## src/sv/edacc_pkg.sv

```systemverilog
`timescale 1ns / 1ps

package edacc_pkg;

	// Default element width, signed two's complement (Q8.8 at 16 bits)
	localparam int ELEMENT_BITS_DEF = 16;

	// Running sum of squares and result widths
	localparam int SUM_W  = 48;
	localparam int DIST_W = 24;

	localparam logic [SUM_W-1:0] SUM_MAX  = '1;
	// First trial bit of the root iteration: highest even power of two in the sum
	localparam logic [SUM_W-1:0] BIT_INIT = {2'b01, {(SUM_W-2){1'b0}}};

	typedef enum logic [1:0] {
		ST_ACCUM,
		ST_FLUSH,
		ST_ROOT,
		ST_FINISH
	} edacc_state_t;

	// Controller to datapath
	typedef struct packed {
		logic in_take;
		logic root_load;
		logic out_load;
	} edacc_cmd_t;

	// Datapath to controller
	typedef struct packed {
		logic last_add;
		logic root_last;
	} edacc_sts_t;

endpackage

```

## src/sv/euclidean_distance_accumulator.sv

```systemverilog
`timescale 1ns / 1ps
// Throughput: one element pair per cycle while a vector streams in.
// Path from the last pair accepted to distance valid: magnitude stage, square stage, one accumulate
// and root load, 24 root steps on the shared 48-bit compare/subtract unit, one output load.
// Input is held off from the last pair until the result is loaded, longer while the
// previous result still waits. Reset (arst_n low, asynchronous) clears the sum,
// saturation flag and output valid.

module euclidean_distance_accumulator #(
	parameter int ELEMENT_BITS = edacc_pkg::ELEMENT_BITS_DEF
) (
	input  logic                              clk,
	input  logic                              arst_n,
	input  logic                              in_valid,
	output logic                              in_ready,
	input  logic signed [ELEMENT_BITS-1:0]    a_value,
	input  logic signed [ELEMENT_BITS-1:0]    b_value,
	input  logic                              last,
	output logic                              out_valid,
	input  logic                              out_ready,
	output logic [edacc_pkg::DIST_W-1:0]      distance,
	output logic                              saturated
);

	edacc_pkg::edacc_cmd_t cmd;
	edacc_pkg::edacc_sts_t sts;

	edacc_ctrl u_ctrl (
		.clk       (clk),
		.arst_n    (arst_n),
		.in_valid  (in_valid),
		.last      (last),
		.in_ready  (in_ready),
		.out_valid (out_valid),
		.out_ready (out_ready),
		.cmd       (cmd),
		.sts       (sts)
	);

	edacc_dp #(
		.ELEMENT_BITS (ELEMENT_BITS)
	) u_dp (
		.clk       (clk),
		.arst_n    (arst_n),
		.a_value   (a_value),
		.b_value   (b_value),
		.last      (last),
		.cmd       (cmd),
		.sts       (sts),
		.distance  (distance),
		.saturated (saturated)
	);

endmodule

```

## src/sv/edacc_dp.sv

```systemverilog
`timescale 1ns / 1ps

module edacc_dp #(
	parameter int ELEMENT_BITS = edacc_pkg::ELEMENT_BITS_DEF
) (
	input  logic                              clk,
	input  logic                              arst_n,
	input  logic signed [ELEMENT_BITS-1:0]    a_value,
	input  logic signed [ELEMENT_BITS-1:0]    b_value,
	input  logic                              last,
	input  edacc_pkg::edacc_cmd_t             cmd,
	output edacc_pkg::edacc_sts_t             sts,
	output logic [edacc_pkg::DIST_W-1:0]      distance,
	output logic                              saturated
);

	localparam int MAG_W = ELEMENT_BITS + 1;
	localparam int SQ_W  = 2 * MAG_W;
	localparam int ADD_W = ((SQ_W > edacc_pkg::SUM_W) ? SQ_W : edacc_pkg::SUM_W) + 1;

	logic signed [MAG_W-1:0]        diff;
	logic [MAG_W-1:0]               mag_s1;
	logic                           v_s1;
	logic                           last_s1;
	logic [SQ_W-1:0]                sq_s2;
	logic                           v_s2;
	logic                           last_s2;
	logic [edacc_pkg::SUM_W-1:0]    sum_q;
	logic                           ovf_q;
	logic [ADD_W-1:0]               add_wide;
	logic                           over;
	logic [edacc_pkg::SUM_W-1:0]    sum_next;
	logic                           ovf_next;
	logic [edacc_pkg::SUM_W-1:0]    rem_q;
	logic [edacc_pkg::SUM_W-1:0]    root_q;
	logic [edacc_pkg::SUM_W-1:0]    bit_q;
	logic                           sat_q;
	logic [edacc_pkg::SUM_W:0]      trial;
	logic                           take;

	// Stage 1: exact difference and its magnitude
	assign diff = MAG_W'(a_value) - MAG_W'(b_value);

	always_ff @(posedge clk or negedge arst_n) begin
		if (!arst_n) begin
			v_s1    <= 1'b0;
			last_s1 <= 1'b0;
			v_s2    <= 1'b0;
			last_s2 <= 1'b0;
		end else begin
			v_s1    <= cmd.in_take;
			last_s1 <= cmd.in_take & last;
			v_s2    <= v_s1;
			last_s2 <= last_s1;
		end
	end

	always_ff @(posedge clk) begin
		mag_s1 <= diff[MAG_W-1] ? MAG_W'(-diff) : MAG_W'(diff);
		sq_s2  <= SQ_W'(mag_s1) * SQ_W'(mag_s1);
	end

	// Saturating accumulate of the square
	assign add_wide = ADD_W'(sum_q) + ADD_W'(sq_s2);
	assign over     = add_wide > ADD_W'(edacc_pkg::SUM_MAX);
	assign sum_next = !v_s2 ? sum_q :
		(over ? edacc_pkg::SUM_MAX : add_wide[edacc_pkg::SUM_W-1:0]);
	assign ovf_next = ovf_q | (v_s2 & over);

	always_ff @(posedge clk or negedge arst_n) begin
		if (!arst_n) begin
			sum_q <= '0;
			ovf_q <= 1'b0;
		end else if (cmd.root_load) begin
			sum_q <= '0;
			ovf_q <= 1'b0;
		end else begin
			sum_q <= sum_next;
			ovf_q <= ovf_next;
		end
	end

	// Restoring square root, one result bit per cycle
	assign trial = {1'b0, root_q} + {1'b0, bit_q};
	assign take  = {1'b0, rem_q} >= trial;

	always_ff @(posedge clk or negedge arst_n) begin
		if (!arst_n) begin
			bit_q <= '0;
		end else if (cmd.root_load) begin
			bit_q <= edacc_pkg::BIT_INIT;
		end else begin
			bit_q <= bit_q >> 2;
		end
	end

	always_ff @(posedge clk) begin
		if (cmd.root_load) begin
			rem_q  <= sum_next;
			root_q <= '0;
			sat_q  <= ovf_next;
		end else if (bit_q != '0) begin
			if (take) begin
				rem_q  <= rem_q - trial[edacc_pkg::SUM_W-1:0];
				root_q <= (root_q >> 1) + bit_q;
			end else begin
				root_q <= root_q >> 1;
			end
		end
	end

	// Hold the finished result
	always_ff @(posedge clk) begin
		if (cmd.out_load) begin
			distance  <= root_q[edacc_pkg::DIST_W-1:0];
			saturated <= sat_q;
		end
	end

	assign sts.last_add  = v_s2 & last_s2;
	assign sts.root_last = bit_q[0];

	// No pair may follow the closing pair into the pipeline
	assert property (@(posedge clk) disable iff (!arst_n)
		(v_s2 && last_s2) |-> !v_s1)
		else $error("pair entered behind closing pair");

	// Trial bit walks down as a single bit
	assert property (@(posedge clk) disable iff (!arst_n)
		$onehot0(bit_q))
		else $error("root trial bit corrupted");

	// A closing flag only rides on a valid pair
	assert property (@(posedge clk) disable iff (!arst_n)
		last_s2 |-> v_s2)
		else $error("closing flag without pair");

endmodule

```

## src/sv/edacc_ctrl.sv

```systemverilog
`timescale 1ns / 1ps

module edacc_ctrl (
	input  logic                   clk,
	input  logic                   arst_n,
	input  logic                   in_valid,
	input  logic                   last,
	output logic                   in_ready,
	output logic                   out_valid,
	input  logic                   out_ready,
	output edacc_pkg::edacc_cmd_t  cmd,
	input  edacc_pkg::edacc_sts_t  sts
);

	edacc_pkg::edacc_state_t state_q;
	edacc_pkg::edacc_state_t state_next;
	logic                    out_valid_q;
	logic                    out_free;

	assign out_free  = !out_valid_q || out_ready;
	assign out_valid = out_valid_q;

	// Next state
	always_comb begin
		state_next = state_q;
		case (state_q)
			edacc_pkg::ST_ACCUM: begin
				if (in_valid && last) state_next = edacc_pkg::ST_FLUSH;
			end
			edacc_pkg::ST_FLUSH: begin
				if (sts.last_add) state_next = edacc_pkg::ST_ROOT;
			end
			edacc_pkg::ST_ROOT: begin
				if (sts.root_last) state_next = edacc_pkg::ST_FINISH;
			end
			edacc_pkg::ST_FINISH: begin
				if (out_free) state_next = edacc_pkg::ST_ACCUM;
			end
			default: state_next = edacc_pkg::ST_ACCUM;
		endcase
	end

	// Commands
	always_comb begin
		in_ready      = 1'b0;
		cmd.in_take   = 1'b0;
		cmd.root_load = 1'b0;
		cmd.out_load  = 1'b0;
		case (state_q)
			edacc_pkg::ST_ACCUM: begin
				in_ready    = 1'b1;
				cmd.in_take = in_valid;
			end
			edacc_pkg::ST_FLUSH: begin
				cmd.root_load = sts.last_add;
			end
			edacc_pkg::ST_FINISH: begin
				cmd.out_load = out_free;
			end
			default: begin
				in_ready = 1'b0;
			end
		endcase
	end

	always_ff @(posedge clk or negedge arst_n) begin
		if (!arst_n) begin
			state_q     <= edacc_pkg::ST_ACCUM;
			out_valid_q <= 1'b0;
		end else begin
			state_q <= state_next;
			if (cmd.out_load) begin
				out_valid_q <= 1'b1;
			end else if (out_ready) begin
				out_valid_q <= 1'b0;
			end
		end
	end

	// Closing pair reaches the adder only while draining
	assert property (@(posedge clk) disable iff (!arst_n)
		sts.last_add |-> (state_q == edacc_pkg::ST_FLUSH))
		else $error("closing pair added outside drain");

	// Root iteration finishes only while rooting
	assert property (@(posedge clk) disable iff (!arst_n)
		sts.root_last |-> (state_q == edacc_pkg::ST_ROOT))
		else $error("root finished outside root state");

	// Stay in root until the last step
	assert property (@(posedge clk) disable iff (!arst_n)
		(state_q == edacc_pkg::ST_ROOT && !sts.root_last) |=> (state_q == edacc_pkg::ST_ROOT))
		else $error("root state left early");

endmodule
```

## config.mk

```make
export PLATFORM = sky130hd
export DESIGN_NAME = euclidean_distance_accumulator
export DESIGN_NICKNAME = d
export VERILOG_FILES = /design/src/sv/edacc_pkg.sv /design/src/sv/euclidean_distance_accumulator.sv /design/src/sv/edacc_dp.sv /design/src/sv/edacc_ctrl.sv
export SDC_FILE = /design/constraint.sdc
export NUM_CORES = 1
export LEC_CHECK = 0
export ABC_CLOCK_PERIOD_IN_PS = 19150
export BUFFER_PORTS_ARGS = -buffer_cell sky130_fd_sc_hd__buf_2
export CAP_MARGIN = 20
export CORE_ASPECT_RATIO = 0.75
export CORE_MARGIN = 5
export CORE_UTILIZATION = 50
export DETAILED_ROUTE_END_ITERATION = 12
export GPL_ROUTABILITY_DRIVEN = 0
export PLACE_DENSITY = 0.65
export RECOVER_POWER = 50
export SLEW_MARGIN = 25
export SYNTH_ARGS = -nofsm -noshare
export SYNTH_HDL_FRONTEND = slang
export SYNTH_SLANG_ARGS = --single-unit
```

## constraint.sdc

```tcl
create_clock -name clk -period 19.15 [get_ports clk]
set_input_delay 3.83 -clock clk [delete_from_list [all_inputs] [get_ports clk]]
set_output_delay 3.83 -clock clk [all_outputs]
set_load 0.02 [all_outputs]
```

==> flow_metrics.py <==
metrics = {
    "clock_network": {
        "clockRootBuffer": "clkbuf_16",
        "clock-sinks": 252,
        "clock_latency_ns": 0.60,
        "cts_resized": 0,
        "path_clk_slew_ns": 0.06,
        "htreeDepth": 1,
        "cts_tree": "yes",
        "cts_setup_buffers": 0,
        "cts_made_buffers": 29,
        "ctsHoldBuffers": 0,
        "clk_path_buf_depth": 3,
    },
    "die": {
        "core-area_um2": 51400,
        "dieArea_um2": 56600,
        "start_util": 0.504,
        "io_pins": 64,
        "fp.dieW_um": 273,
        "dieHeight_um": 207,
        "rows": 72,
    },
    "global_route": {
        "grt_pass1_vias": 20500,
        "met3_usage": 0.0273,
        "grt_pass1_wl_um": 102000,
        "antenna_found_initial": 0,
        "overflow": 0,
        "grtUsageMet2": 0.339,
        "grt_max_degree": 71,
        "grt_util_all_layers": 0.213,
        "use_met1": 0.314,
        "grt.busiest_layer": "met2",
    },
    "hold_path": {
        "hold_path.class": "reg -> reg",
        "hold_depth": 0,
        "whs_endpoint": "u_dp.v_s2$_DFF_PN0_",
        "min_from": "u_dp.v_s1$_DFF_PN0_",
    },
    "sta": {
        "post-route-period-util": 0.493,
        "timing.fmax_mhz": 106,
        "finalSetupViolations": 0,
        "fin_setup_tns_ns": 0,
        "final_hold_viol_count": 0,
        "period_minus_slack_ns": 9.44,
        "relSlewSlack": -1.75,
        "drv_slew": 363,
        "worst_slack_ns": 9.71,
        "max_slew.worst_pin.slew_ns": 4.12,
        "rsz0062_at_grt": "false",
        "clock-skew-final_ns": 0.0430,
    },
    "yosys": {
        "ys_seq_area_frac": 0.239,
        "netlist_instances": 2968,
        "synth_ff_type": "dfxtp_1",
        "synth_cell_type_count": 85,
        "syn-num-nets": 3461,
        "yosysWarningCount": 0,
        "avgSynthCellArea_um2": 8.74,
        "synth_edf_count": 74,
        "ys_ff_latch": 252,
        "async_reset_ff_frac": 0.317,
        "synth_area_um2": 25900,
    },
    "critical_path": {
        "critPathLaunch": "u_dp.v_s2$_DFF_PN0_",
        "cp_cell_sequence": "clkbuf_1 -> nand3_1 -> clkinvlp_2 -> clkbuf_1 -> clkbuf_1 -> nor2_1 -> nand2_1 -> o21ai_0",
        "worst-path-max-fanout": 65,
        "crit_top_cell": "clkbuf_1",
        "end_kind": "flop",
        "rr_startpoint": "u_dp.v_s2$_DFF_PN0_",
        "crit_slowest_cell": "clkbuf_1",
        "cp.required_ns": 19.60,
        "worstSetupPathType": "reg -> reg",
        "reg2regPathDepth": 8,
        "crit_arrival_ns": 9.90,
        "critPathMaxStageDelay_ns": 2.31,
        "cp-start-kind": "flop",
        "rrSetupSlack_ns": 9.71,
        "reg2reg_to": "u_dp.root_q[2]$_SDFFE_PP0P_",
    },
    "detailed_routing": {
        "avgViaCountPerCell": 5.69,
        "drc_errors": 0,
        "drt_iter0_drc": 1665,
        "drt_first_pass_iters": 5,
        "num_vias": 21100,
        "routed_wl_um": 61800,
        "antenna_left": 0,
        "routedWlPerCell_um": 16.7,
    },
    "placed_design": {
        "portBuffers": 63,
        "hpwl_um": 48300,
        "place_ws_ns": 12.18,
    },
    "finish": {
        "multi_input_area_um2": 18100,
        "syn_to_final_growth_pct": 7.24,
        "nets": 3465,
        "drive_gt1_frac": 0.0564,
        "diodes": 0,
        "ff_latch_area_um2": 6190,
        "fillCellCount": 4693,
    },
    "job": {
        "maxCapViolCount": 7,
    },
    "run_status": {
        "outcome": "finished, violations left",
        "violations": "max-capacitance violations, max-slew violations",
    },
}
==> how the worst max path moves through the flow <==
stage,cells after the start,endpoint,slack [ns]
floorplan,22,u_dp.rem_q[0]$_DFFE_PP_,10.79
global placement,14,u_dp.mag_s1[1]$_DFF_P_,12.20
detailed placement,21,u_dp.sq_s2[33]$_DFF_P_,12.18
CTS,23,u_dp.sq_s2[33]$_DFF_P_,12.18
global route,8,u_dp.root_q[22]$_SDFFE_PP0P_,8.66
finish,8,u_dp.root_q[2]$_SDFFE_PP0P_,9.71
==> cells by family after synthesis <==
kind of cell,count (synthesis),synth area share
buffers and inverters,436,0.0642
xor gates and xnor gates,214,0.0723
DFF,252,0.239
muxes,24,0.00941
AOI/OAI and AO/OA,734,0.181
adders and majority gates,456,0.276
and+or+nand+nor,852,0.158
==> flip-flops by register name, summed over array words and instances (netlist names) <==
name / cells
u_dp.rem_q: 48
u_dp.last_s1: 1
u_dp.v_s2: 1
u_dp.saturated: 1
u_dp.bit_q: 24
u_dp.distance: 24
u_dp.v_s1: 1
u_ctrl.state_q: 2
u_dp.last_s2: 1
u_dp.mag_s1: 17
u_dp.root_q: 48
u_dp.sat_q: 1
u_dp.ovf_q: 1
u_dp.sq_s2: 33
u_dp.sum_q: 48
u_ctrl.out_valid: 1
==> final cells by class <==
class	count	area share
Tap cell	703	0.0316
Multi-Input combinational cell	2280	0.650
Clock inverter	19	0.00985
Sequential cell	252	0.222
Timing Repair Buffer	71	0.0126
Clock buffer	35	0.0276
Inverter	338	0.0457
==> cell usage after synthesis (22+ instances only) <==
library cell  instances  area share
edfxtp_1             74       0.086
a21o_1               70       0.020
dfxtp_1              98       0.076
o21a_1               26      0.0075
ha_1                262        0.13
nor2b_1              22      0.0053
nand2_1             222       0.032
o21ai_0             176       0.034
and2_1              100       0.024
fa_1                194        0.15
nor3_1               46      0.0089
a211oi_1             33      0.0096
inv_1               338       0.049
a21oi_1             190       0.037
dfrtp_1              80       0.077
o22ai_1              23      0.0055
clkbuf_1             80       0.012
o21bai_1             23      0.0067
nor2_1              250       0.036
xnor2_1             132       0.045
nand3_1              42      0.0081
a31oi_1              57       0.014
and3_1               31      0.0075
xor2_1               82       0.028
nand4_1              47       0.011
==> critical path, delay by kind of cell (launching register included) <==
| family | cells | cell delay (ns) |
|---|---|---|
| buf+inv | 4 | 5.86 |
| compound gates | 1 | 0.10 |
| simple gates | 3 | 2.97 |
| flops | 1 | 0.32 |
==> cells in the final DEF (no fill, tap or decap), drive strengths merged, types with 10 or more instances in the layout <==
| cell | netlist | routed |
|---|---|---|
| o211ai | 16 | 16 |
| buf | 17 | 63 |
| a21oi | 191 | 191 |
| and3 | 31 | 31 |
| xnor2 | 132 | 132 |
| nand2b | 19 | 19 |
| inv | 338 | 339 |
| nand2 | 222 | 222 |
| or2 | 10 | 10 |
| nor2b | 22 | 22 |
| a21o | 70 | 70 |
| clkbuf | 81 | 43 |
| nor3 | 46 | 46 |
| and2 | 100 | 100 |
| o21a | 26 | 26 |
| a211oi | 37 | 37 |
| dfxtp | 98 | 98 |
| mux2i | 21 | 21 |
| or3 | 18 | 18 |
| o31ai | 14 | 14 |
| fa | 194 | 194 |
| dfrtp | 80 | 80 |
| o21bai | 23 | 23 |
| nor2 | 256 | 256 |
| o21ai | 183 | 183 |
| ha | 262 | 262 |
| o22ai | 23 | 23 |
| a211o | 10 | 10 |
| a21boi | 10 | 10 |
| nand3 | 43 | 43 |
| nor4 | 13 | 13 |
| xor2 | 82 | 82 |
| nand4 | 47 | 47 |
| edfxtp | 74 | 74 |
| a31oi | 59 | 59 |
==> stage by stage <==
stage	hold slack (ns)	area, µm²	cells	utilization
2_1_floorplan	0.331	25900	2968	-
3_3_place_gp	0.338	26800	3644	0.521
3_5_place_dp	0.338	26800	3644	0.521
4_1_cts	0.352	27900	3698	0.542
5_1_grt	0.366	27800	3698	0.541
6_report	0.348	27800	3698	0.541
==> per-layer routing <==
metal	share of wire	up-vias
li1	-	10300
met1	0.48	10100
met2	0.45	610
met3	0.057	83
met4	0.019	0
met5	0	-
Power is not shown: default switching activity piles up to over one toggle a cycle in this logic, so the estimate is an artifact.
